<file path="config.mk">
export PLATFORM = sky130hd
export DESIGN_NAME = cfh_cordic_stage
export DESIGN_NICKNAME = d
export VERILOG_FILES = /design/src/rtl/core/cfh_pkg.sv /design/src/rtl/core/cfh_cordic_stage.sv
export SDC_FILE = /design/constraint.sdc
export NUM_CORES = 1
export LEC_CHECK = 0
export BUFFER_PORTS_ARGS = -buffer_cell sky130_fd_sc_hd__buf_2
export CORE_MARGIN = 10
export CORE_UTILIZATION = 55
export DETAILED_ROUTE_END_ITERATION = 8
export PLACE_DENSITY = 0.82
export SYNTH_ARGS = -nofsm -noshare
export SYNTH_HDL_FRONTEND = slang
export SYNTH_SLANG_ARGS = --single-unit
</file>
<file path="constraint.sdc">
create_clock -name clk -period 0.87 [get_ports clk]
set_input_delay 0.0435 -clock clk [delete_from_list [all_inputs] [get_ports clk]]
set_output_delay 0.0435 -clock clk [all_outputs]
set_load 0.05 [all_outputs]
</file>
<file path="src/rtl/core/cfh_pkg.sv">
// Shared types and constants for the compass heading pipeline.
`timescale 1ns / 1ps

package cfh_pkg;

    // CORDIC datapath
    localparam int CORDIC_STEPS = 28;
    localparam int XY_W         = 34;   // |x|,|y| stay below 2^31 after gain
    localparam int ANG_W        = 32;   // binary angle, 2^32 per turn
    localparam int IN_W         = 16;
    localparam int HEAD_W       = 15;
    localparam int SCALE_SHIFT  = 14;   // inputs scaled by 16384
    localparam int PROD_W       = 41;   // 32 x 9 bit product

    // degree constants
    localparam int DEG_QUARTER  = 90;
    localparam int DEG_HALF     = 180;
    localparam int DEG_3QUARTER = 270;
    localparam int DEG_FULL     = 360;

    // prep + one stage per iteration + multiply + round/output
    localparam int PIPE_LATENCY = CORDIC_STEPS + 3;

    localparam logic [ANG_W-1:0] ANG_HALF = 32'h8000_0000;

    // atan(2^-i) in binary angle units
    localparam logic [ANG_W-1:0] ATAN_TURNS [0:CORDIC_STEPS-1] = '{
        32'd536870912, 32'd316933406, 32'd167458907, 32'd85004756,
        32'd42667331,  32'd21354465,  32'd10679838,  32'd5340245,
        32'd2670163,   32'd1335087,   32'd667544,    32'd333772,
        32'd166886,    32'd83443,     32'd41722,     32'd20861,
        32'd10430,     32'd5215,      32'd2608,      32'd1304,
        32'd652,       32'd326,       32'd163,       32'd81,
        32'd41,        32'd20,        32'd10,        32'd5
    };

    // how the heading of an item is settled
    typedef enum logic [2:0] {
        KIND_CORDIC = 3'd0,
        KIND_NONE   = 3'd1,
        KIND_DEG0   = 3'd2,
        KIND_DEG90  = 3'd3,
        KIND_DEG180 = 3'd4,
        KIND_DEG270 = 3'd5
    } kind_t;

    typedef struct packed {
        logic                    valid;
        kind_t                   kind;
        logic signed [XY_W-1:0]  x;
        logic signed [XY_W-1:0]  y;
        logic [ANG_W-1:0]        z;
    } vec_t;

endpackage

</file>
<file path="src/rtl/core/cfh_cordic_stage.sv">
// One registered CORDIC vectoring iteration.
`timescale 1ns / 1ps

module cfh_cordic_stage
#(
    parameter int STEP = 0
)
(
    input  logic          clk,
    input  logic          rst_n,
    input  cfh_pkg::vec_t vec_in,
    output cfh_pkg::vec_t vec_out
);

    cfh_pkg::vec_t vec_next;
    cfh_pkg::vec_t vec_reg;

    always_comb
    begin
        vec_next = vec_in;
        // arithmetic shift is the floor division of the model
        if (vec_in.y > 0)
        begin
            vec_next.x = vec_in.x + (vec_in.y >>> STEP);
            vec_next.y = vec_in.y - (vec_in.x >>> STEP);
            vec_next.z = vec_in.z + cfh_pkg::ATAN_TURNS[STEP];
        end
        else
        begin
            vec_next.x = vec_in.x - (vec_in.y >>> STEP);
            vec_next.y = vec_in.y + (vec_in.x >>> STEP);
            vec_next.z = vec_in.z - cfh_pkg::ATAN_TURNS[STEP];
        end
    end

    always_ff @(posedge clk or negedge rst_n)
    begin
        if (!rst_n)
            vec_reg <= '0;
        else
            vec_reg <= vec_next;
    end

    assign vec_out = vec_reg;

endmodule

</file>
==> impl_metrics.yaml, run 1 <==
synthesis:
  netlist_area_um2: 8408
  synth_area_per_cell_um2: 8.615
  synth_async_sr_flop_share_pct: 100.0
  yosys.area_share.adder_pct: 15.83
  post_synth_main_area_contributors: "sky130_fd_sc_hd__dfrtp_1 (31%), sky130_fd_sc_hd__ha_1 (15%), sky130_fd_sc_hd__a21oi_1 (6.5%), sky130_fd_sc_hd__xnor2_1 (5.8%), sky130_fd_sc_hd__inv_1 (4.2%)"
  synth_flop_cell: "sky130_fd_sc_hd__dfrtp_1"
  synth_warnings: 0
  synth_top_family_by_area: "compound AO/OA/AOI/OAI gates"
  synth_top_cell_by_area: "sky130_fd_sc_hd__dfrtp_1"
  post_synthesis_mux_area_share_pct: 1.667
  post_synth_edffs: 0
  syn_nets: 1186
  synth_sequential_area_ratio_pct: 30.65
  netlist-cell-type-count: 68
  synthSimpleGateAreaFrac_pct: 12.20
  top_area_cell_type_share_of_the_netlist_area_pct: 30.65
  synthXorXnorAreaFrac_pct: 7.083
  yosys_register_bits: 103
  synth_compound_gate_area_share_pct: 25.25
  synthCells: 976
run_status:
  run_status: "stopped before the end"
  flow.stopped_at: "clock tree synthesis (4_1_cts)"
  error_line: "[ERROR DPL-0038] Utilization greater than 100%, impossible to legalize"
floorplan:
  start_util_pct: 55.72
  num_rows: 45
  io_pins: 210
  die_width_um: 143.6
  floorplan.die.height_um: 143.6
cts:
  cts_hold_repair.buffers: 35
  cts_buf_count: 9
  htree_levels: 3
  cts.repair.resized: 416
  cts_sinks: 103
  cts_setup_buffers: 42
  clk_root_buffer_cell: "sky130_fd_sc_hd__clkbuf_16"
  cts_buffer_depth: 2
placed_design:
  dp_hpwl_um: 29390
  port_buffers: 209
  routabilityCongestion: 1.045
## Yosys cell counts, types with 15 or more instances
| master | count |
|---|---|
| sky130_fd_sc_hd__nand2b_1 | 15 |
| sky130_fd_sc_hd__nand3_1 | 17 |
| sky130_fd_sc_hd__nor2_1 | 72 |
| sky130_fd_sc_hd__o21ai_0 | 55 |
| sky130_fd_sc_hd__dfrtp_1 | 103 |
| sky130_fd_sc_hd__inv_1 | 94 |
| sky130_fd_sc_hd__clkbuf_1 | 20 |
| sky130_fd_sc_hd__o21a_1 | 17 |
| sky130_fd_sc_hd__xnor2_1 | 56 |
| sky130_fd_sc_hd__nand2_1 | 37 |
| sky130_fd_sc_hd__o21bai_1 | 16 |
| sky130_fd_sc_hd__a21oi_1 | 110 |
| sky130_fd_sc_hd__nor3_1 | 16 |
| sky130_fd_sc_hd__a211oi_1 | 19 |
| sky130_fd_sc_hd__ha_1 | 100 |
| sky130_fd_sc_hd__a21o_1 | 27 |
| sky130_fd_sc_hd__o211ai_1 | 15 |
## cells by family after synthesis
logic type,Yosys count
AOI/OAI and AO/OA,333
xor gates and xnor gates,68
adders and majority gates,104
buffers and inverters,144
DFF,103
muxes,14
and+or+nand+nor,210
## stage by stage
stage | area (um2) | worst slack (ns) | cells
2_1_floorplan | 9071 | -1.590 | 976
3_3_place_gp | 12650 | -1.922 | 1672
3_5_place_dp | 12650 | -2.024 | 1672
==> inputs of run 2 (changes only) <==
--- a/config.mk
+++ b/config.mk
@@ -7,9 +7,9 @@
 export LEC_CHECK = 0
 export BUFFER_PORTS_ARGS = -buffer_cell sky130_fd_sc_hd__buf_2
 export CORE_MARGIN = 10
-export CORE_UTILIZATION = 55
+export CORE_UTILIZATION = 40
 export DETAILED_ROUTE_END_ITERATION = 8
-export PLACE_DENSITY = 0.82
+export PLACE_DENSITY_LB_ADDON = 0.15
 export SYNTH_ARGS = -nofsm -noshare
 export SYNTH_HDL_FRONTEND = slang
 export SYNTH_SLANG_ARGS = --single-unit
==> impl_metrics.yaml, run 2 <==
layout:
  post-route-util_pct: 78.07
  layout.cells.most_common: "sky130_fd_sc_hd__buf_4"
  flow.area_growth_from_synthesis_pct: 89.69
  post_route_cells_drive_above_1_share_pct: 53.37
  final_net_count: 1805
  most-common-layout-cells: "sky130_fd_sc_hd__buf_4 (352), sky130_fd_sc_hd__buf_6 (163), sky130_fd_sc_hd__dfrtp_1 (102), sky130_fd_sc_hd__buf_2 (83), sky130_fd_sc_hd__a21oi_1 (78)"
  largest_register_ff_count: 103
synthesis:
  synth_top_cell_by_area: "sky130_fd_sc_hd__dfrtp_1"
  synth_warnings: 0
  synth_sequential_area_ratio_pct: 30.65
  netlist-cell-type-count: 68
  post_synth_edffs: 0
  synth_flop_cell: "sky130_fd_sc_hd__dfrtp_1"
  post_synth_main_area_contributors: "sky130_fd_sc_hd__dfrtp_1 (31%), sky130_fd_sc_hd__ha_1 (15%), sky130_fd_sc_hd__a21oi_1 (6.5%), sky130_fd_sc_hd__xnor2_1 (5.8%), sky130_fd_sc_hd__inv_1 (4.2%)"
  syn_nets: 1186
  synth.top_cells.by_count: "sky130_fd_sc_hd__a21oi_1 (110), sky130_fd_sc_hd__dfrtp_1 (103), sky130_fd_sc_hd__ha_1 (100)"
  synth.most_common_cell: "sky130_fd_sc_hd__a21oi_1"
  synth_async_sr_flop_share_pct: 100.0
  top_area_cell_type_share_of_the_netlist_area_pct: 30.65
  synth_area_per_cell_um2: 8.615
  netlist_area_um2: 8408
  synthCells: 976
  yosys_register_bits: 103
power:
  power_report.internal_total_mw: 13.69
  net-switching-power_mw: 10.57
  ir_worst_vdd_mv: 1.222
  switching_share_of_power_pct: 43.57
  p_comb_share_pct: 57.4
  power_mw: 24.26
  leak_pwr_nw: 7.605
  cellPowerDensity_nw_per_um2: 1521
  share_clk_of_total_power_pct: 17.7
  seqPwrFrac_pct: 25.0
sta:
  postLayoutSetupSlackWorst_ns: -1.453
  max_clock_freq_mhz: 430.5
  holdWs_ns: -0.006405
  timing.final.setup_violations: 172
  rsz0062_at_grt: "yes"
  finalWorstPathRequiredPeriod_ns: 2.323
  final_worst_path_period_share_pct: 267.0
  maxSlewHeadroom_pct: 57.43
  final_hold_viol_count: 1
  setup_tns_ns: -84.09
  worst-slew-pin-transition_ns: 0.6303
  drv_slew: 0
grt:
  number_of_global_route_vias_before_repair: 10360
  pin_count_of_the_biggest_net_entering_global_routing: 42
  globalRouteTotalUtil_pct: 26.25
  global_route.overflow_total: 0
  first_pass_grt_wire_length_um: 56480
  antenna_found_initial: 1
cts:
  cts_hold_repair.buffers: 37
  worst_setup_hold_path_clk_slew_ns: 0.08
  cts_sinks: 103
  cts_buffer_depth: 2
  cts_buf_count: 9
  clk_root_buffer_cell: "sky130_fd_sc_hd__clkbuf_16"
  htree_levels: 3
  cts_tree: "yes"
run_status:
  violations: "hold timing, setup timing"
  run_status: "finished, violations left"
min_path:
  hold_path_class: "in2reg"
routing:
  detail_route.iter0.violations: 717
  wl_per_cell_um: 20.07
  drcViolationCount: 0
  num_vias: 9995
  drt-total-wl_um: 37560
  route.antenna.remaining_nets: 0
  viasPerCell: 5.342
  detailedRoute.firstPassIterationCount: 5
placed_design:
  port_buffers: 209
  setup_ws_pre_cts_ns: -2.243
  routabilityCongestion: 0.9661
  dp_hpwl_um: 27660
floorplan:
  core-area_um2: 20430
  die_width_um: 165.0
  io_pins: 210
  start_util_pct: 41.16
  floorplan.die.height_um: 165.0
  num_rows: 52
  floorplan.die_area_um2: 27220
setup_path:
  worstPathRequired_ns: 1.16
  path_cells: "buf_12, inv_8, ha_4, fa_2, and2b_1, o211ai_1, a32oi_1, buf_4, a211oi_4, o41ai_4, a21o_4, a211o_1, mux2i_1, xnor2_1"
  timing.critical_path.to_type: "register"
  path_class: "in2reg"
  crit_path_max_fanout: 3
  cp_slowest_cell: "sky130_fd_sc_hd__o211ai_1"
  worst_stage_delay_on_the_critical_path_ns: 0.31
  timing.critical_path.from_type: "primary input"
  cp.arrival_ns: 2.61
flow_run:
  cap_viol_max_count: 0
[run 2: cell counts after synthesis]
Identical to the previous run, type by type.
[run 2: worst paths after layout]
kind	depth (start not counted)	from	end	slack, ns
setup / recovery	14	vec_in[66]	vec_out[96]	-1.45
hold / removal	2	vec_in[30]	vec_out[30]	-0.006
max in group asynchronous	3	rst_n	vec_out[93]	0.29
min in group asynchronous	2	rst_n	vec_out[34]	0.08
[run 2: kinds of logic after synthesis]
family                   synth area share [%]
AO/OA/AOI/OAI                           25.25
multiplexers                            1.667
AND/OR/NAND/NOR                         12.20
buffers and inverters                   7.307
XOR/XNOR                                7.083
flip-flops                              30.65
adder cells (fa/ha/maj)                 15.83
[run 2: final cells by class]
| cell class | instances | area, um2 |
|---|---|---|
| repair buffers | 653 | 5599 |
| clock inverters | 7 | 73.82 |
| fillers | 1344 | 4481 |
| flip-flops and latches | 103 | 2579 |
| inverters | 99 | 434.2 |
| well taps | 270 | 337.8 |
| multi-input cells | 729 | 6698 |
| diodes | 1 | 2.502 |
| clock buffers | 9 | 225.2 |
[run 2: power by group through the flow]
stage	clock network, mW	registers (mW)	logic (mW)
final	4.28	6.06	13.9
after global routing	4.53	6.13	14.6
after CTS	4.33	6.05	13.2
after detailed placement	0	5.93	11.0
after global placement	0	5.90	11.0
after floorplan	0	8.88	3.78
[run 2: per-stage QoR]
| stage | area (um2) | cells |
|---|---|---|
| floorplan | 9071 | 976 |
| finish | 15950 | 1871 |
| CTS | 15380 | 1847 |
| global placement | 12800 | 1758 |
| detailed placement | 12800 | 1758 |
| global route | 15950 | 1871 |
[run 2: repair_timing]
| item | in CTS | in global routing |
|---|---|---|
| resized for setup | 425 | 87 |
| cloned | 2 | 0 |
| hold endpoints to repair | 140 | 1 |
| pin swaps | 130 | 86 |
| setup endpoints to repair | 172 | 172 |
| setup buffers | 41 | 30 |
[run 2: metal layers]
metal | wire length, um | global-route usage (%) | part of all wire [%] | vias to the layer above
li1 | - | - | - | 4674
met1 | 15330 | 32.45 | 41 | 4814
met2 | 18250 | 44.98 | 49 | 412
met3 | 2726 | 5.078 | 7.3 | 95
met4 | 1258 | 8.293 | 3.3 | 0
met5 | 0 | 0 | 0 | -
[run 2: worst max-delay path, delay by kind of cell]
| kind | cells | cell delay [ns] |
|---|---|---|
| xor+xnor | 1 | 0.14 |
| mux | 1 | 0.18 |
| buf+inv | 3 | 0.33 |
| simple gates | 1 | 0.21 |
| fa+ha+maj | 2 | 0.31 |
| compound gates | 6 | 1.39 |
Note: power is estimated with default switching activity, not from simulation.
