File: src/rtl/core/cfh_pkg.sv
// Shared types and constants for the compass heading pipeline.
`timescale 1ns / 1ps

package cfh_pkg;

    // CORDIC datapath
    localparam int CORDIC_STEPS = 28;
    localparam int XY_W         = 34;   // |x|,|y| stay below 2^31 after gain
    localparam int ANG_W        = 32;   // binary angle, 2^32 per turn
    localparam int IN_W         = 16;
    localparam int HEAD_W       = 15;
    localparam int SCALE_SHIFT  = 14;   // inputs scaled by 16384
    localparam int PROD_W       = 41;   // 32 x 9 bit product

    // degree constants
    localparam int DEG_QUARTER  = 90;
    localparam int DEG_HALF     = 180;
    localparam int DEG_3QUARTER = 270;
    localparam int DEG_FULL     = 360;

    // prep + one stage per iteration + multiply + round/output
    localparam int PIPE_LATENCY = CORDIC_STEPS + 3;

    localparam logic [ANG_W-1:0] ANG_HALF = 32'h8000_0000;

    // atan(2^-i) in binary angle units
    localparam logic [ANG_W-1:0] ATAN_TURNS [0:CORDIC_STEPS-1] = '{
        32'd536870912, 32'd316933406, 32'd167458907, 32'd85004756,
        32'd42667331,  32'd21354465,  32'd10679838,  32'd5340245,
        32'd2670163,   32'd1335087,   32'd667544,    32'd333772,
        32'd166886,    32'd83443,     32'd41722,     32'd20861,
        32'd10430,     32'd5215,      32'd2608,      32'd1304,
        32'd652,       32'd326,       32'd163,       32'd81,
        32'd41,        32'd20,        32'd10,        32'd5
    };

    // how the heading of an item is settled
    typedef enum logic [2:0] {
        KIND_CORDIC = 3'd0,
        KIND_NONE   = 3'd1,
        KIND_DEG0   = 3'd2,
        KIND_DEG90  = 3'd3,
        KIND_DEG180 = 3'd4,
        KIND_DEG270 = 3'd5
    } kind_t;

    typedef struct packed {
        logic                    valid;
        kind_t                   kind;
        logic signed [XY_W-1:0]  x;
        logic signed [XY_W-1:0]  y;
        logic [ANG_W-1:0]        z;
    } vec_t;

endpackage

File: src/rtl/core/cfh_prep.sv
// Input stage: special-case sort, half-plane fold and scaling.
`timescale 1ns / 1ps

module cfh_prep
(
    input  logic                           clk,
    input  logic                           rst_n,
    input  logic                           accept,
    input  logic signed [cfh_pkg::IN_W-1:0] field_x,
    input  logic signed [cfh_pkg::IN_W-1:0] field_y,
    output cfh_pkg::vec_t                  vec
);

    localparam int XW = cfh_pkg::XY_W;

    logic signed [XW-1:0] xe;
    logic signed [XW-1:0] ye;
    cfh_pkg::vec_t        vec_next;
    cfh_pkg::vec_t        vec_reg;

    always_comb
    begin
        xe = {{(XW-cfh_pkg::IN_W){field_x[cfh_pkg::IN_W-1]}}, field_x};
        ye = {{(XW-cfh_pkg::IN_W){field_y[cfh_pkg::IN_W-1]}}, field_y};
        vec_next       = '0;
        vec_next.valid = accept;
        vec_next.z     = '0;
        // fold left half-plane onto the right, half a turn added
        if (field_x < 0)
        begin
            xe         = -xe;
            ye         = -ye;
            vec_next.z = cfh_pkg::ANG_HALF;
        end
        vec_next.x = xe <<< cfh_pkg::SCALE_SHIFT;
        vec_next.y = ye <<< cfh_pkg::SCALE_SHIFT;

        if (field_x == 0 && field_y == 0)
            vec_next.kind = cfh_pkg::KIND_NONE;
        else if (field_x == 0)
            vec_next.kind = (field_y < 0) ? cfh_pkg::KIND_DEG90 : cfh_pkg::KIND_DEG270;
        else if (field_y == 0)
            vec_next.kind = (field_x > 0) ? cfh_pkg::KIND_DEG0 : cfh_pkg::KIND_DEG180;
        else
            vec_next.kind = cfh_pkg::KIND_CORDIC;
    end

    always_ff @(posedge clk or negedge rst_n)
    begin
        if (!rst_n)
            vec_reg <= '0;
        else
            vec_reg <= vec_next;
    end

    assign vec = vec_reg;

endmodule

File: config.mk
export PLATFORM = sky130hd
export DESIGN_NAME = cfh_prep
export DESIGN_NICKNAME = d
export VERILOG_FILES = /design/src/rtl/core/cfh_pkg.sv /design/src/rtl/core/cfh_prep.sv
export SDC_FILE = /design/constraint.sdc
export NUM_CORES = 1
export LEC_CHECK = 0
export BUFFER_PORTS_ARGS = -buffer_cell sky130_fd_sc_hd__buf_2
export CORE_ASPECT_RATIO = 1.5
export CORE_MARGIN = 4
export CORE_UTILIZATION = 43
export DETAILED_ROUTE_END_ITERATION = 8
export PLACE_DENSITY = 0.86
export RECOVER_POWER = 50
export SLEW_MARGIN = 20
export SYNTH_ARGS = -nofsm -noshare
export SYNTH_HDL_FRONTEND = slang
export SYNTH_SLANG_ARGS = --single-unit
File: constraint.sdc
create_clock -name clk -period 0.8 [get_ports clk]
set_input_delay 0.04 -clock clk [delete_from_list [all_inputs] [get_ports clk]]
set_output_delay 0.04 -clock clk [all_outputs]
set_load 0.03 [all_outputs]
==> impl_metrics.json, run 1 <==
{
  "finalSetupViolCount": 80,
  "crit_path_start": "field_x[8]",
  "cts_sinks": 45,
  "cts_tree": "yes",
  "port_buffers": 79,
  "fin_crit_sh_pct": 200,
  "syn_inst": 214,
  "ir_worst_vdd_uv": 1230,
  "placed_area_sq_um": 3050,
  "seqCellArea_sq_um": 1130,
  "largest_reg_flops": 45,
  "viasPerCell": 4.94,
  "pin_count": 139,
  "n_antenna_cell": 0,
  "slew-limit-headroom_pct": 50.9,
  "place.gp.congestion": 0.810,
  "routedWlPerCell_um": 19.9,
  "numCtsBuffers": 5,
  "htreeDepth": 2,
  "grt_usage_pct": 23.7,
  "setup_ws_ns": -0.802,
  "yosys_warnings": 0,
  "clockRootBuffer": "clkbuf_8",
  "drt-pass1-iter-count": 4,
  "grt_max_degree": 36,
  "crit_fanout": 4,
  "grt_pass1_vias": 2241,
  "powerDensity_nw_per_um2": 1620,
  "fin_crit_ns": 1.60,
  "grt_overflow": 0,
  "hold_path_class": "input pin to register",
  "antenna_left": 0,
  "fin_cells": 431,
  "ys_seq_area_share_pct": 49.1,
  "start_util_pct": 44.4,
  "die_w_um": 67.6,
  "hold_viol": 0,
  "required_ns": 1.01,
  "path_clk_slew_ns": 0.08,
  "crit_path_start_kind": "input pin",
  "dieArea_sq_um": 6590,
  "drive_gt1_share_pct": 53.2,
  "row_count": 32,
  "multi_input_area_sq_um": 1340,
  "maxCapViolations": 0,
  "slew_viol_final": 0,
  "ys_ff_latch": 45,
  "area_growth_syn_to_layout_pct": 74.3,
  "die_y_um": 97.4,
  "clock.fmax_mhz": 624,
  "min_from": "field_y[11]",
  "synthesis.area_sq_um": 2290,
  "end_kind": "register",
  "drcViolationCount": 0,
  "cts_buffer_depth": 2,
  "syn_area_per_cell_sq_um": 10.7,
  "n_fill_cell": 293,
  "worst_pin_slew_ns": 0.737,
  "drtIter0Drc": 190,
  "rsz0062_at_grt": "yes",
  "fin_nets": 401,
  "routed_wirelength_um": 8560,
  "antenna_found_initial": 0,
  "worstSetupPathType": "input pin to register",
  "cp.arrival_ns": 1.81,
  "power_leakage_uw": 0.00190,
  "vias": 2127,
  "grt_pass1_wl_um": 11500,
  "core_sq_um": 5160,
  "violations": "negative setup slack",
  "placed_cells": 401,
  "final_area_sq_um": 4000,
  "dp_hpwl_um": 4180,
  "outcome": "complete, but fails checks",
  "yosys.cell_types.count": 23
}
==> critical path, cell delays in order <==
cell     delay [ns]
buf_6          0.10
or4_4          0.55
or3_4          0.38
or4_4          0.49
o31ai_4        0.24
==> metal layers <==
metal / vias up / GRT usage, % / share of wire (%)
li1: 894 / - / -
met1: 1032 / 25.0 / 35
met2: 166 / 41.9 / 51
met3: 35 / 4.63 / 8.1
met4: 0 / 12.8 / 6.0
met5: - / 0 / 0
==> cell usage after synthesis <==
cell	number	area, sq um
buf_4	59	443
clkbuf_1	4	15.0
clkbuf_2	1	5.00
conb_1	1	3.75
dfrtp_1	45	1130
ha_1	3	37.5
inv_1	8	30.0
nand2_1	14	52.6
nand2b_1	5	31.3
nand3_1	1	5.00
nand4b_1	1	8.76
nor2_1	1	3.75
nor3_1	3	15.0
nor4_1	4	25.0
o211ai_1	1	7.51
o21ai_0	13	65.1
o311ai_0	1	8.76
o31ai_1	9	67.6
o41ai_1	5	43.8
or3_1	4	25.0
or4_1	2	15.0
or4_4	2	22.5
xnor2_1	27	236
==> logic make-up (layout without fill, tap and decap cells) <==
family / after synthesis / in the layout / share of synthesized area (%)
compound gates: 29 / 29 / 8.40
other cells: 1 / 63 / 0.164
simple gates: 37 / 37 / 8.89
fa+ha+maj: 3 / 3 / 1.64
flops: 45 / 45 / 49.1
buf+inv: 72 / 159 / 21.5
xor+xnor: 27 / 27 / 10.3
==> cells in the final DEF (no fill, tap or decap), types with 2 or more instances in the layout <==
| cell type | instances |
|---|---|
| o21ai_2 | 5 |
| o21ai_4 | 2 |
| or3_4 | 3 |
| xnor2_1 | 24 |
| inv_2 | 3 |
| conb_1 | 63 |
| nand2_1 | 10 |
| dfrtp_1 | 45 |
| or4_4 | 3 |
| o21ai_1 | 3 |
| o21ai_0 | 3 |
| nand2_4 | 3 |
| nor4_4 | 3 |
| nand2b_4 | 2 |
| o41ai_4 | 4 |
| nand2b_1 | 3 |
| inv_1 | 3 |
| buf_2 | 21 |
| clkbuf_1 | 4 |
| buf_4 | 45 |
| ha_4 | 2 |
| o31ai_4 | 8 |
| xnor2_2 | 3 |
| buf_6 | 61 |
| clkbuf_8 | 5 |
| dlygate4sd3_1 | 4 |
| buf_8 | 8 |
==> final cells by class <==
cell class,instances,share of cell area (%)
clock buffer,5,1.72
sequential,45,28.2
tap,68,2.13
inverter,8,0.939
multi-input combinational,159,33.4
timing repair buffer,144,32.8
clock inverter,2,0.876
==> per-stage QoR <==
stage	utilization, %	TNS (ns)	setup WS (ns)	power [uW]	hold WS [ns]
5_1_grt	77.4	-16.09	-0.809	6710	0.0184
2_1_floorplan	-	-8.78	-0.905	3850	-0.256
6_report	77.4	-13.78	-0.802	6480	0.0134
4_1_cts	74.5	-10.12	-0.674	6230	0.00896
3_3_place_gp	59.1	-15.75	-1.03	4200	-0.0746
3_5_place_dp	59.1	-16.69	-1.09	4240	-0.0733
==> power by group <==
part | switching [uW] | leakage, uW | internal, uW
clock network | 779 | 0.0000540 | 909
registers | 119 | 0.000536 | 2460
logic | 1370 | 0.00131 | 838
total | 2270 | 0.00190 | 4210
==> final timing paths <==
| kind | slack [ns] | depth (start not counted) | endpoint |
|---|---|---|---|
| setup / recovery | -0.80 | 5 | vec[101] |
| min in group asynchronous | 0.16 | 2 | vec[98] |
| max in group asynchronous | 0.10 | 3 | vec[59] |
| hold / removal | 0.01 | 3 | vec[57] |
==> timing repair <==
item / 4_1_cts / 5_1_grt
hold endpoints to repair: 48 / 0
buffers inserted: 13 / 12
pin swaps: 21 / 21
hold buffers: 4 / 0
endpoints found under the setup margin: 72 / 72
gates resized for setup: 149 / 31
(Power assumes the default switching activity.)
==> inputs of run 2 (changes only) <==
--- a/config.mk
+++ b/config.mk
@@ -12,6 +12,7 @@
 export DETAILED_ROUTE_END_ITERATION = 8
 export PLACE_DENSITY = 0.86
 export RECOVER_POWER = 50
+export SETUP_SLACK_MARGIN = 0.3
 export SLEW_MARGIN = 20
 export SYNTH_ARGS = -nofsm -noshare
 export SYNTH_HDL_FRONTEND = slang
==> impl_metrics.json, run 2 (synthesis gave the netlist of run 1 again) <==
{
  "hold_viol": 0,
  "antenna_found_initial": 0,
  "max_stage_delay_ns": 0.52,
  "row_count": 32,
  "power.switching_uw": 2550,
  "violations": "negative setup slack",
  "path_clk_slew_ns": 0.11,
  "fin_nets": 407,
  "routedWlPerCell_um": 24.0,
  "area_growth_syn_to_layout_pct": 93.2,
  "outcome": "complete, but fails checks",
  "largest_reg_flops": 45,
  "slew_viol_final": 0,
  "power_frac_clock_pct": 29.8,
  "p_total_uw": 7260,
  "maxCapViolations": 0,
  "n_antenna_cell": 0,
  "clock.fmax_mhz": 628,
  "cts_buffer_depth": 2,
  "holdPathStages": 2,
  "grt_max_degree": 46,
  "viasPerCell": 5.09,
  "crit_path_start_kind": "input pin",
  "drcViolationCount": 0,
  "drive_gt1_share_pct": 71.6,
  "grt_overflow": 0,
  "place.gp.congestion": 0.778,
  "die_w_um": 67.6,
  "port_buffers": 79,
  "clockRootBuffer": "clkbuf_8",
  "power_leakage_uw": 0.00202,
  "antenna_left": 0,
  "crit_fanout": 4,
  "layout_common_cells": "conb_1 (63), buf_6 (63), buf_4 (46)",
  "die_y_um": 97.4,
  "worstSetupPathType": "input pin to register",
  "routed_wirelength_um": 10500,
  "setup_ws_ns": -0.793,
  "p_int_uw": 4700,
  "crit_chain": "buf_2, or4_4, or3_4, buf_6, o41ai_4, xnor2_1",
  "ir_worst_vdd_uv": 1290,
  "cp.arrival_ns": 1.81,
  "grt_pass1_vias": 2372,
  "fin_crit_sh_pct": 199,
  "end_kind": "register",
  "rsz0062_at_grt": "yes",
  "drtIter0Drc": 135,
  "vias": 2230,
  "slowest_stage": "or4_4",
  "start_util_pct": 44.4,
  "pwr-share-seq_pct": 36.2,
  "fin_tns_setup_ns": -14.83,
  "dp_hpwl_um": 4190,
  "p_comb_share_pct": 34.0,
  "grt_usage_pct": 26.4,
  "cts_tree": "yes",
  "htreeDepth": 2,
  "core_sq_um": 5160,
  "n_fill_cell": 220,
  "pin_count": 139,
  "powerDensity_nw_per_um2": 1640,
  "cts_sinks": 45,
  "drt-pass1-iter-count": 4,
  "required_ns": 1.01,
  "fin_crit_ns": 1.59,
  "grt_pass1_wl_um": 12800,
  "numCtsBuffers": 5,
  "finalSetupViolCount": 72,
  "dieArea_sq_um": 6590,
  "hold_path_class": "input pin to register",
  "p_sw_share_pct": 35.2
}
==> run 2: layout make-up <==
cell class | instances | area [sq um] | area share, %
Inverter | 8 | 65.1 | 1.47
Clock buffer | 5 | 68.8 | 1.55
Sequential cell | 45 | 1180 | 26.6
Tap cell | 68 | 85.1 | 1.92
Clock inverter | 3 | 65.1 | 1.47
Multi-Input combinational cell | 159 | 1540 | 34.7
Timing Repair Buffer | 150 | 1430 | 32.2
==> run 2: worst paths after layout <==
check                           start  endpoint  slack [ns]
max in group asynchronous       rst_n   vec[87]        0.08
max                        field_x[5]   vec[93]       -0.79
min in group asynchronous       rst_n   vec[54]        0.42
min                        field_y[5]   vec[51]       0.004
==> run 2: critical path, delay by kind of cell <==
family / cells / cell delay, ns
xor gates and xnor gates: 1 / 0.19
and+or+nand+nor: 2 / 0.90
AOI/OAI and AO/OA: 1 / 0.41
buffers and inverters: 2 / 0.26
==> run 2: metrics by stage <==
step	instances	cell area (sq um)	util, %	worst slack (ns)	hold slack [ns]
4_1_cts	428	4050	78.5	-0.643	-0.146
3_5_place_dp	405	3220	62.3	-1.05	0.0379
2_1_floorplan	276	2910	-	-0.905	-0.256
6_report	438	4430	85.8	-0.793	0.00450
3_3_place_gp	405	3220	62.3	-1.02	0.0300
5_1_grt	438	4430	85.8	-0.797	0.0182
==> run 2: repair_timing <==
| action | CTS | global route |
|---|---|---|
| resized for setup | 152 | 55 |
| setup endpoints to repair | 80 | 122 |
| hold buffers | 1 | 1 |
| pin swaps | 23 | 26 |
| gates cloned | 1 | 2 |
| setup buffers | 13 | 7 |
| endpoints found under the hold margin | 49 | 2 |
==> run 2: per-layer routing <==
layer / up-vias / routed length, um / track usage (%)
met3: 46 / 773 / 4.98
met4: 0 / 700 / 12.5
met1: 1096 / 3660 / 28.9
li1: 907 / - / -
met5: - / 0 / 0
met2: 181 / 5380 / 46.7
==> run 2: power groups by stage <==
stage	clock, uW	combinational [uW]	sequential (uW)
after floorplan	0	957	3000
after global placement	0	1720	2580
after detailed placement	0	1750	2580
after CTS	2030	2160	2590
after global routing	2240	2560	2640
final	2160	2470	2630
==> inputs of run 3 (changes only) <==
--- a/config.mk
+++ b/config.mk
@@ -13,6 +13,7 @@
 export PLACE_DENSITY = 0.86
 export RECOVER_POWER = 50
 export SETUP_SLACK_MARGIN = 0.3
+export SKIP_LAST_GASP = 1
 export SLEW_MARGIN = 20
 export SYNTH_ARGS = -nofsm -noshare
 export SYNTH_HDL_FRONTEND = slang
==> impl_metrics.json, run 3 (synthesis gave the netlist of run 1 again) <==
{
  "outcome": "complete, but fails checks",
  "maxCapViolations": 0,
  "die_y_um": 97.4,
  "numCtsBuffers": 5,
  "setup_ws_ns": -0.745,
  "antenna_found_initial": 1,
  "area_growth_syn_to_layout_pct": 91.6,
  "pin_count": 139,
  "worstSetupPathType": "input pin to register",
  "required_ns": 1.02,
  "crit_path_start_kind": "input pin",
  "crit_fanout": 4,
  "rsz0062_at_grt": "yes",
  "violations": "negative hold slack, negative setup slack",
  "routed_wirelength_um": 10500,
  "row_count": 32,
  "grt_pass1_vias": 2374,
  "clock.fmax_mhz": 647,
  "power_leakage_uw": 0.00201,
  "clockRootBuffer": "clkbuf_8",
  "htreeDepth": 2,
  "slew_viol_final": 0,
  "drive_gt1_share_pct": 71.5,
  "fin_nets": 405,
  "largest_reg_flops": 45,
  "n_fill_cell": 236,
  "antenna_left": 0,
  "grt_overflow": 0,
  "placed_cells": 405,
  "dieArea_sq_um": 6590,
  "powerDensity_nw_per_um2": 1650,
  "finalSetupViolCount": 73,
  "path_clk_slew_ns": 0.09,
  "core_sq_um": 5160,
  "viasPerCell": 5.16,
  "vias": 2254,
  "grt_pass1_wl_um": 12700,
  "layout_common_cells": "conb_1 (63), buf_6 (62), buf_4 (46)",
  "hold_viol": 1,
  "cp.arrival_ns": 1.77,
  "top_layer": "met4",
  "wl_met2_um": 5330,
  "wl_met1_um": 3690,
  "port_buffers": 79,
  "ir_worst_vdd_uv": 1170,
  "drtIter0Drc": 162,
  "drt-pass1-iter-count": 4,
  "start_util_pct": 44.4,
  "mostFrequentLayoutCell": "conb_1",
  "dp_hpwl_um": 4190,
  "routedWlPerCell_um": 24.1,
  "drcViolationCount": 0,
  "cts_tree": "yes",
  "end_kind": "register",
  "final_area_sq_um": 4390,
  "fin_cells": 437,
  "grt_max_degree": 46,
  "dr_wl_met3_um": 811,
  "fin_crit_ns": 1.55,
  "cts_buffer_depth": 2,
  "place.gp.congestion": 0.778,
  "die_w_um": 67.6,
  "hold_path_class": "input pin to register",
  "grt_usage_pct": 26.3,
  "placed_area_sq_um": 3220,
  "cts_sinks": 45,
  "hold_ws_ns": -0.00918,
  "fin_crit_sh_pct": 193
}
==> run 3: cell count changes in the layout (fill, tap and decap cells not counted), sizes merged <==
cell	change
diode	+1
buf	-2
==> run 3: layer usage <==
metal	global-route usage, %	vias up
li1	-	902
met1	29.2	1113
met2	45.7	189
met3	5.09	50
met4	13.4	0
met5	0	-
==> run 3: worst paths after layout <==
check,startpoint,cells past startpoint,end
worst max-delay path,field_x[5],5,vec[102]
worst min-delay path,field_y[5],2,vec[51]
max in group asynchronous,rst_n,3,vec[57]
min in group asynchronous,rst_n,3,vec[90]
==> run 3: area by class of cell <==
type                    count  area (sq um)  area share (%)
multi-input cells         159          1520            34.6
repair buffers            148          1410            32.0
flip-flops and latches     45          1180            26.9
well taps                  68          85.1            1.94
clock buffers               5          68.8            1.57
clock inverters             3          65.1            1.48
inverters                   8          65.1            1.48
diodes                      1          2.50          0.0569
==> run 3: metrics by stage <==
step | setup WS (ns) | TNS (ns) | power, uW | util (%) | hold slack, ns
6_report | -0.745 | -14.15 | 7240 | 85.1 | -0.00918
5_1_grt | -0.761 | -15.60 | 7420 | 85.1 | 0.0000443
4_1_cts | -0.643 | -10.32 | 6770 | 78.3 | -0.146
3_5_place_dp | -1.05 | -17.20 | 4330 | 62.3 | 0.0379
3_3_place_gp | -1.02 | -16.10 | 4300 | 62.3 | 0.0300
2_1_floorplan | -0.905 | -8.86 | 3950 | - | -0.256
==> run 3: timing repair <==
action,CTS,global route
hold buffers,1,1
cloned,1,2
setup buffers,13,5
setup endpoints to repair,80,122
hold endpoints to repair,49,2
pin swaps,23,27
resized for setup,150,50
==> run 3: critical path, cell delays in order <==
cell     delay (ns)
buf_2          0.12
or4_4          0.51
or3_4          0.38
or4_4          0.49
o31ai_4        0.22
==> run 3: power by group <==
part | leakage (uW) | switching (uW) | total (uW) | internal (uW)
sequential | 0.000491 | 127 | 2620 | 2500
clock | 0.0000681 | 917 | 2160 | 1240
combinational | 0.00145 | 1500 | 2450 | 953
