<file path="src/rtl/core/cfh_pkg.sv">
// Shared types and constants for the compass heading pipeline.
`timescale 1ns / 1ps

package cfh_pkg;

    // CORDIC datapath
    localparam int CORDIC_STEPS = 28;
    localparam int XY_W         = 34;   // |x|,|y| stay below 2^31 after gain
    localparam int ANG_W        = 32;   // binary angle, 2^32 per turn
    localparam int IN_W         = 16;
    localparam int HEAD_W       = 15;
    localparam int SCALE_SHIFT  = 14;   // inputs scaled by 16384
    localparam int PROD_W       = 41;   // 32 x 9 bit product

    // degree constants
    localparam int DEG_QUARTER  = 90;
    localparam int DEG_HALF     = 180;
    localparam int DEG_3QUARTER = 270;
    localparam int DEG_FULL     = 360;

    // prep + one stage per iteration + multiply + round/output
    localparam int PIPE_LATENCY = CORDIC_STEPS + 3;

    localparam logic [ANG_W-1:0] ANG_HALF = 32'h8000_0000;

    // atan(2^-i) in binary angle units
    localparam logic [ANG_W-1:0] ATAN_TURNS [0:CORDIC_STEPS-1] = '{
        32'd536870912, 32'd316933406, 32'd167458907, 32'd85004756,
        32'd42667331,  32'd21354465,  32'd10679838,  32'd5340245,
        32'd2670163,   32'd1335087,   32'd667544,    32'd333772,
        32'd166886,    32'd83443,     32'd41722,     32'd20861,
        32'd10430,     32'd5215,      32'd2608,      32'd1304,
        32'd652,       32'd326,       32'd163,       32'd81,
        32'd41,        32'd20,        32'd10,        32'd5
    };

    // how the heading of an item is settled
    typedef enum logic [2:0] {
        KIND_CORDIC = 3'd0,
        KIND_NONE   = 3'd1,
        KIND_DEG0   = 3'd2,
        KIND_DEG90  = 3'd3,
        KIND_DEG180 = 3'd4,
        KIND_DEG270 = 3'd5
    } kind_t;

    typedef struct packed {
        logic                    valid;
        kind_t                   kind;
        logic signed [XY_W-1:0]  x;
        logic signed [XY_W-1:0]  y;
        logic [ANG_W-1:0]        z;
    } vec_t;

endpackage

</file>
<file path="src/rtl/core/cfh_scale.sv">
// Angle to degree units: multiply stage, then round, wrap and output stage.
`timescale 1ns / 1ps

module cfh_scale
#(
    parameter int FRAC_BITS = 6
)
(
    input  logic                         clk,
    input  logic                         rst_n,
    input  cfh_pkg::vec_t                vec_in,
    output logic [cfh_pkg::HEAD_W-1:0]   heading,
    output logic                         no_field,
    output logic                         done
);

    localparam int SUM_W   = cfh_pkg::PROD_W + FRAC_BITS + 1;
    localparam int UNITS_W = SUM_W - cfh_pkg::ANG_W;

    localparam logic [UNITS_W-1:0] U_FULL = UNITS_W'(cfh_pkg::DEG_FULL) << FRAC_BITS;
    localparam logic [UNITS_W-1:0] U_90   = UNITS_W'(cfh_pkg::DEG_QUARTER) << FRAC_BITS;
    localparam logic [UNITS_W-1:0] U_180  = UNITS_W'(cfh_pkg::DEG_HALF) << FRAC_BITS;
    localparam logic [UNITS_W-1:0] U_270  = UNITS_W'(cfh_pkg::DEG_3QUARTER) << FRAC_BITS;
    localparam logic [SUM_W-1:0]   HALF_LSB = SUM_W'(cfh_pkg::ANG_HALF);

    // multiply stage
    logic [cfh_pkg::ANG_W-1:0]  h;
    logic [cfh_pkg::PROD_W-1:0] prod_next;
    logic [cfh_pkg::PROD_W-1:0] prod_reg;
    cfh_pkg::kind_t             kind_reg;
    logic                       valid_a_reg;

    // round stage
    logic [SUM_W-1:0]           sum;
    logic [UNITS_W-1:0]         units;
    logic [UNITS_W-1:0]         units_sel;
    logic [cfh_pkg::HEAD_W-1:0] heading_next;
    logic [cfh_pkg::HEAD_W-1:0] heading_reg;
    logic                       no_field_next;
    logic                       no_field_reg;
    logic                       done_reg;

    always_comb
    begin
        h         = '0 - vec_in.z;     // clockwise heading
        prod_next = cfh_pkg::PROD_W'(h) * cfh_pkg::PROD_W'(cfh_pkg::DEG_FULL);
    end

    always_ff @(posedge clk or negedge rst_n)
    begin
        if (!rst_n)
            valid_a_reg <= 1'b0;
        else
            valid_a_reg <= vec_in.valid;
    end

    always_ff @(posedge clk)
    begin
        prod_reg <= prod_next;
        kind_reg <= vec_in.kind;
    end

    always_comb
    begin
        sum   = (SUM_W'(prod_reg) << FRAC_BITS) + HALF_LSB;
        units = sum[SUM_W-1:cfh_pkg::ANG_W];
        if (units >= U_FULL)
            units = units - U_FULL;

        no_field_next = 1'b0;
        case (kind_reg)
            cfh_pkg::KIND_CORDIC: units_sel = units;
            cfh_pkg::KIND_NONE:
            begin
                units_sel     = '0;
                no_field_next = 1'b1;
            end
            cfh_pkg::KIND_DEG0:   units_sel = '0;
            cfh_pkg::KIND_DEG90:  units_sel = U_90;
            cfh_pkg::KIND_DEG180: units_sel = U_180;
            cfh_pkg::KIND_DEG270: units_sel = U_270;
            default:              units_sel = '0;
        endcase
        heading_next = cfh_pkg::HEAD_W'(units_sel);
    end

    always_ff @(posedge clk or negedge rst_n)
    begin
        if (!rst_n)
            done_reg <= 1'b0;
        else
            done_reg <= valid_a_reg;
    end

    always_ff @(posedge clk)
    begin
        heading_reg  <= heading_next;
        no_field_reg <= no_field_next;
    end

    assign heading  = heading_reg;
    assign no_field = no_field_reg;
    assign done     = done_reg;

endmodule

</file>
<file path="config.mk">
export PLATFORM = sky130hd
export DESIGN_NAME = cfh_scale
export DESIGN_NICKNAME = d
export VERILOG_FILES = /design/src/rtl/core/cfh_pkg.sv /design/src/rtl/core/cfh_scale.sv
export SDC_FILE = /design/constraint.sdc
export NUM_CORES = 1
export LEC_CHECK = 0
export BUFFER_PORTS_ARGS = -buffer_cell sky130_fd_sc_hd__buf_2
export CAP_MARGIN = 10
export CORE_MARGIN = 5
export CORE_UTILIZATION = 40
export DETAILED_ROUTE_END_ITERATION = 7
export GPL_TIMING_DRIVEN = 0
export PLACE_DENSITY = 0.63
export SLEW_MARGIN = 20
export SYNTH_ARGS = -nofsm -noshare
export SYNTH_HDL_FRONTEND = slang
export SYNTH_SLANG_ARGS = --single-unit
</file>
<file path="constraint.sdc">
create_clock -name clk -period 2.4 [get_ports clk]
set_input_delay 0.24 -clock clk [delete_from_list [all_inputs] [get_ports clk]]
set_output_delay 0.24 -clock clk [all_outputs]
set_load 0.02 [all_outputs]
</file>
==> metrics.md, run 1 <==
| Metric | Value |
|---|---|
| Starting Density | `between 40% and 50%` |
| Post-synthesis cell area | `0.00540 mm2` |
| Max frequency | `197 MHz` |
| Crit path capture type | `register` |
| Worst slew pin tran | `429 ps` |
| Post-synthesis cell type count | `58` |
| Max transition margin | `71.1%` |
| Post-route clock period utilization | `212%` |
| WP data arrival | `around 5300 ps` |
| Simple-gate share of the synthesized area | `about 16%` |
| Final setup violation count | `16` |
| Largest net degree at the start of global routing | `13` |
| Worst Setup Path Type | `in2reg` |
| Failing checks | `negative setup slack` |
| Routed Antenna Nets | `0` |
| P&R area growth vs syn | `29.3%` |
| Vias in the first global route | `4489` |
| DR vias | `4389` |
| First-pass GRT wire length | `19700 um` |
| XOR/XNOR share of the synthesized area | `11.2%` |
| H-tree levels | `2` |
| CTS clk-pin slew, worst paths | `50 ps` |
| # DRC | `0` |
| Cell Area, Placed | `between 0.005 and 0.006 mm2` |
| Tmin final | `5080 ps` |
| Status | `complete, but fails checks` |
| Drt total wl | `11500 um` |
| Total congestion overflow | `0` |
| Final Max Tran Viols | `0` |
| Worst hold start | `vec_in[103]` |
| Fin cells | `895` |
| Post-synth ARST share | `5.41%` |
| CP Max Fanout | `4` |
| Largest family of logic cells by synthesized area | `adder cells` |
| Worst slack, placed | `-3230 ps` |
| Drt wl/cell | `12.8 um` |
| Total core area | `0.0132 mm2` |
| Primary FF master, synth | `dfxtp_1` |
| Post-synthesis mux area share | `0.371%` |
| Post-synthesis sequential area ratio | `13.9%` |
| Cts bufs inserted | `5` |
| RePlAce Congestion | `0.890` |
| Proportion of layout cells with a drive suffix above 1 | `29.3%` |
| P per Cell Area | `between 800 and 900 mW/mm2` |
| Routed vias/inst | `a little under 5` |
| Compound-Gate Fraction of Synth Area | `between 10% and 20%` |
| Synth Net Count | `858` |
| # diodes | `0` |
| Synth Register Bits | `37` |
| First-iteration detailed-routing DRC count | `117` |
| Worst Reg-to-Reg Cells | `8` |
| Critical R2R Launch | `prod_reg[27]$_DFF_P_` |
| Gate Count Post-Synth | `622` |
| Post-synth EDFFs | `0` |
| CTS root buffer | `clkbuf_16` |
| Skew final | `slightly above 5 ps` |
| Chip width | `126 um` |
| Final worst slack | `-2680 ps` |
| Worst-Skew Late Latency | `280 ps` |
| Total track usage | `roughly 14%` |
| Filler Cell Count | `1198` |
| Port buffer count | `54` |
| Avg Inst Size Synth | `8.68 um2` |
| Cell area after layout | `0.00698 mm2` |
| Leak pwr | `roughly 3.3 nW` |
| Initial antenna violation count | `0` |
| Max VDD drop | `0.348 mV` |
| Maxcap violations | `0` |
| CP Launch Type | `primary input` |
| Row count | `42` |
| Placed instance count | `852` |
| Synth Area in Adders | `37.5%` |
| CTS tree | `built` |
| Pre-antenna DRT Iters | `5` |
| Worst Hold Path Cells | `1` |
| RSZ-0062 raised after global routing | `yes` |
| Die area | `0.0159 mm2` |
| Max reg flops | `16` |
| Sinks on Clock Net | `37` |
| Die Ht | `around 130 um` |
| Final nets | `954` |
| CP Launch Point | `vec_in[13]` |
| Number of synthesis warnings | `0` |
| Detailed placement HPWL | `9310 um` |
| CTS Buffer Depth | `2` |
| Required time of the critical path | `2600 ps` |
| Io pins | `123` |
| Worst hold path type | `in2reg` |
| Hold Violations, Final | `0` |
## synthesized netlist by cell type, types with 2 or more instances
| cell type | instances | area [um2] |
|---|---|---|
| inv_1 | 126 | 473 |
| nor3_1 | 17 | 85.1 |
| nand2b_1 | 2 | 12.5 |
| a31oi_1 | 5 | 31.3 |
| and4_1 | 5 | 43.8 |
| and3_1 | 3 | 18.8 |
| nand2_1 | 24 | 90.1 |
| dfxtp_1 | 35 | 701 |
| nor4_1 | 6 | 37.5 |
| nand3_1 | 16 | 80.1 |
| a21boi_0 | 4 | 30.0 |
| a221oi_1 | 2 | 17.5 |
| xor2_1 | 26 | 228 |
| nor2b_1 | 4 | 25.0 |
| o21ai_0 | 13 | 65.1 |
| or2_2 | 2 | 12.5 |
| o31ai_1 | 3 | 22.5 |
| ha_1 | 77 | 963 |
| and2_1 | 5 | 31.3 |
| o211ai_1 | 6 | 45.0 |
| xnor2_1 | 43 | 377 |
| nor2_1 | 34 | 128 |
| o21ai_1 | 2 | 10.0 |
| mux2i_1 | 2 | 20.0 |
| nand4_1 | 11 | 68.8 |
| a211oi_1 | 3 | 22.5 |
| or3_1 | 8 | 50.1 |
| dfrtp_1 | 2 | 50.1 |
| clkbuf_1 | 5 | 18.8 |
| fa_1 | 53 | 1060 |
| a21oi_1 | 26 | 130 |
| nand3b_1 | 5 | 37.5 |
| a21o_1 | 22 | 165 |
## cell usage in the layout, fill, tap and decap left out, types with 5 or more instances in the layout
cell type / synthesis / final
inv_1: 126 / 110
ha_1: 77 / 61
fa_1: 53 / 52
buf_2: 1 / 49
xnor2_1: 43 / 36
buf_4: 0 / 35
dfxtp_1: 35 / 32
nor2_1: 34 / 30
xor2_1: 26 / 23
a21o_1: 22 / 22
nand2_1: 24 / 20
inv_2: 0 / 16
a21oi_1: 26 / 14
nand3_1: 16 / 14
ha_4: 0 / 12
nor3_1: 17 / 11
a21oi_2: 0 / 11
nand4_1: 11 / 11
o21ai_0: 13 / 8
xnor2_2: 0 / 7
o211ai_1: 6 / 6
or3_1: 8 / 5
nand3b_1: 5 / 5
buf_6: 1 / 5
clkbuf_16: 0 / 5
## power breakdown
part	internal, mW	switching [mW]	leakage, nW
combinational	1.99	2.26	2.88
sequential	0.818	0.178	0.315
clock	0.517	0.231	0.0831
total	3.33	2.67	3.28
## area by class of cell
type	count	area, um2	share of cell area, %
buffer	5	30.0	0.430
multi-input combinational	452	4740	67.9
inverter	126	473	6.78
tap	176	220	3.16
clock inverter	2	37.5	0.538
sequential	37	754	10.8
clock buffer	6	139	1.99
timing repair buffer	91	586	8.39
## metrics by stage
stage	TNS [ps]	util, %	hold WS, ps	power, mW
after detailed placement	-45600	45.0	28.0	4.36
final	-37030	52.7	64.4	5.99
after global routing	-39820	52.7	55.8	6.57
after CTS	-38700	48.9	61.1	5.46
after floorplan	-37230	-	-55.6	3.61
after global placement	-45490	45.0	23.2	4.26
## final timing paths
kind	end	slack, ps
max	prod_reg[38]$_DFF_P_	-2680
min	valid_a_reg$_DFF_PN0_	60
max reg2reg	heading[11]$_DFF_P_	170
min reg2reg	done$_DFF_PN0_	360
max in group asynchronous	valid_a_reg$_DFF_PN0_	2040
min in group asynchronous	done$_DFF_PN0_	270
## per-layer routing
metal / part of all wire (%) / GRT usage [%] / wire length, um
met1: 48 / 19.5 / 5530
met2: 47 / 23.9 / 5360
met3: 4.0 / 2.03 / 455
met4: 0.98 / 2.52 / 112
met5: 0 / 0 / 0
## cell families (layout without fill, tap and decap cells)
kind of cell / Yosys count / in the layout
compound gates: 98 / 98
xor+xnor: 69 / 69
fa+ha+maj: 130 / 130
buf+inv: 133 / 230
flops: 37 / 37
mux: 2 / 2
simple gates: 153 / 153
## repair_timing
item	CTS	global route
hold buffers	1	0
pin swaps	34	48
endpoints found under the hold margin	2	0
resized for setup	41	82
setup endpoints to repair	16	20
buffers inserted	20	18
## worst max-delay path, cell delays in order
cell and delay, ps:
buf_8 90, or4_4 520, or3_4 360, nor3_4 180
nand2b_4 70, or3_1 320, buf_6 140, nor3_4 190
xnor2_2 140, ha_1 260, inv_2 70, fa_1 430
fa_1 530, inv_2 50, ha_4 260, nand3_2 70
or3_4 350, a211oi_4 210, o21ai_2 120, o21ai_2 130
or4b_1 460, o211ai_1 90
Note: power is estimated with default switching activity, not from simulation.
==> inputs of run 2 (changes only) <==
--- a/config.mk
+++ b/config.mk
@@ -6,12 +6,14 @@
 export NUM_CORES = 1
 export LEC_CHECK = 0
 export BUFFER_PORTS_ARGS = -buffer_cell sky130_fd_sc_hd__buf_2
-export CAP_MARGIN = 10
+export CAP_MARGIN = 20
+export CELL_PAD_IN_SITES_DETAIL_PLACEMENT = 1
+export CELL_PAD_IN_SITES_GLOBAL_PLACEMENT = 2
 export CORE_MARGIN = 5
-export CORE_UTILIZATION = 40
+export CORE_UTILIZATION = 36
 export DETAILED_ROUTE_END_ITERATION = 7
 export GPL_TIMING_DRIVEN = 0
-export PLACE_DENSITY = 0.63
+export PLACE_DENSITY = 0.89
 export SLEW_MARGIN = 20
 export SYNTH_ARGS = -nofsm -noshare
 export SYNTH_HDL_FRONTEND = slang
==> constraint.sdc (replaced) <==
create_clock -name clk -period 5.9 [get_ports clk]
set_input_delay 0.59 -clock clk [delete_from_list [all_inputs] [get_ports clk]]
set_output_delay 0.59 -clock clk [all_outputs]
set_load 0.02 [all_outputs]
==> run 2 against run 1 <==
  * The run now ends clean
  * Combinational power decreased by 66%
  * Clock power decreased by 60%
  * Power decreased by 64%
  * Count of clock-buffer cells in the layout decreased by 1
  * Flip-flop and latch count unchanged
  * Non-clock buffer count decreased by 32
==> metrics.md, run 2 (synthesized netlist as in run 1, its figures left out) <==
| Metric | Value |
|---|---|
| Filler Cell Count | `1760` |
| Hold buffer count at cts | `0` |
| Skew final | `7.25 ps` |
| Max frequency | `about 180 MHz` |
| Final nets | `922` |
| Worst-Skew Late Latency | `around 280 ps` |
| Status | `finished, final reports clean` |
| Vias in the first global route | `4849` |
| Total congestion overflow | `0` |
| Tmin final | `5670 ps` |
| Routed vias/inst | `4.98` |
| Max VDD drop | `0.121 mV` |
| Worst slack, placed | `-751 ps` |
| CTS tree | `built` |
| Total core area | `0.0146 mm2` |
| Final setup violation count | `0` |
| Cts bufs inserted | `5` |
| Worst hold path type | `in2async` |
| Port buffer count | `54` |
| CTS clk-pin slew, worst paths | `60 ps` |
| Total track usage | `14.2%` |
| Leak pwr | `between 3 and 4 nW` |
| Initial antenna violation count | `0` |
| Final worst slack | `229 ps` |
| CP Max Fanout | `6` |
| Final Max Tran Viols | `0` |
| Row count | `44` |
| Io pins | `123` |
| Die area | `0.0175 mm2` |
| Proportion of layout cells with a drive suffix above 1 | `13.7%` |
| CP Launch Type | `primary input` |
| Hold Violations, Final | `0` |
| P&R area growth vs syn | `14.9%` |
| First-pass GRT wire length | `21700 um` |
| Detailed placement HPWL | `11100 um` |
| Drt total wl | `12400 um` |
| Routed Antenna Nets | `0` |
| Worst Setup Path Type | `in2reg` |
| Chip width | `~130 um` |
| CTS Buffer Depth | `2` |
| Area of the multi-input gates | `approximately 0.0043 mm2` |
| RePlAce Congestion | `0.844` |
| # DRC | `0` |
| Post-route clock period utilization | `roughly 96%` |
| Max reg flops | `16` |
| Crit path capture type | `register` |
| Commonest non-fill, non-tap cells in the layout | `inv_1 (125), ha_1 (75), buf_2 (55)` |
| Seq. cell area | `between 700 and 800 um2` |
| Max transition margin | `about two thirds` |
| WP data arrival | `around 5800 ps` |
| Required time of the critical path | `6040 ps` |
| Util after Layout | `between 40% and 50%` |
| # diodes | `0` |
| Commonest non-fill, non-tap cell in the layout | `inv_1` |
| Sinks on Clock Net | `37` |
| Drt wl/cell | `approximately 14 um` |
| Worst slew pin tran | `474 ps` |
| DR vias | `between 4000 and 5000` |
| Starting Density | `36.9%` |
| Pre-antenna DRT Iters | `4` |
| First-iteration detailed-routing DRC count | `between 90 and 100` |
| Maxcap violations | `0` |
| H-tree levels | `2` |
| Largest net degree at the start of global routing | `14` |
| P per Cell Area | `344 mW/mm2` |
| CTS root buffer | `clkbuf_16` |
| Die Ht | `132 um` |
run 2: cell types whose count changed in the layout (fill, tap and decap cells not counted), moves of 6 or more:
cell and delta:
buf_4 -32, inv_1 +15, inv_2 -15, ha_1 +14
a21oi_1 +11, ha_4 -11, a21oi_2 -10, buf_2 +6
xnor2_1 +6, xnor2_2 -6
run 2: area by class of cell:
cell class	count	area share [%]
tap	184	3.71
clock inverter	3	0.706
sequential	37	12.1
inverter	126	7.63
timing repair buffer	57	4.72
clock buffer	5	2.02
buffer	7	0.565
multi-input combinational	452	68.5
run 2: worst paths after layout:
| kind | start | end | slack (ps) | cells after the start |
|---|---|---|---|---|
| hold / removal | rst_n | done$_DFF_PN0_ | 80 | 1 |
| hold reg to reg | valid_a_reg$_DFF_PN0_ | done$_DFF_PN0_ | 360 | 0 |
| min in group clk | valid_a_reg$_DFF_PN0_ | done$_DFF_PN0_ | 360 | 0 |
| setup reg to reg | prod_reg[27]$_DFF_P_ | heading[11]$_DFF_P_ | 3500 | 8 |
| max in group asynchronous | rst_n | valid_a_reg$_DFF_PN0_ | 5730 | 1 |
| setup / recovery | vec_in[13] | prod_reg[39]$_DFF_P_ | 230 | 23 |
run 2: worst max-delay path: stages:
cell	delay (ps)
buf_2	130
or4_4	550
or3_4	370
nor3_4	180
nand2b_4	100
or3_4	330
buf_6	150
nor3_1	190
xnor2_1	140
ha_1	280
inv_1	70
fa_1	500
fa_1	540
inv_1	50
ha_2	320
a21o_1	190
a21o_1	170
a21oi_1	170
o21ai_0	100
a21o_1	210
a21oi_2	140
o41ai_2	100
xor2_1	200
run 2: through the flow:
step / instances / TNS (ps) / power, mW / area (um2) / hold slack [ps]
after global routing: 871 / -138 / 2.36 / 6200 / 71.3
final: 871 / 0 / 2.13 / 6200 / 81.8
after global placement: 860 / -2140 / 1.71 / 5900 / 343
after floorplan: 622 / 0 / 1.43 / 5400 / 294
after CTS: 870 / 0 / 2.13 / 6110 / 76.8
after detailed placement: 860 / -3180 / 1.79 / 5900 / 348
run 2: timing repair:
item,4_1_cts,5_1_grt
endpoints found under the setup margin,5,7
pin swaps,3,5
buffers inserted,2,1
gates resized for setup,7,15
run 2: where the power goes:
group / switching (mW) / total [mW] / internal, mW
Sequential: 0.0748 / 0.405 / 0.330
Clock: 0.0961 / 0.296 / 0.200
Combinational: 0.812 / 1.43 / 0.620
Total: 0.983 / 2.13 / 1.15
run 2: layer usage:
layer | global-route usage, % | vias to the layer above | routed length [um]
met5 | 0 | - | 0
met4 | 2.25 | 0 | 126
met3 | 1.48 | 13 | 325
met2 | 26.2 | 66 | 6120
met1 | 18.4 | 2068 | 5810
li1 | - | 2194 | -
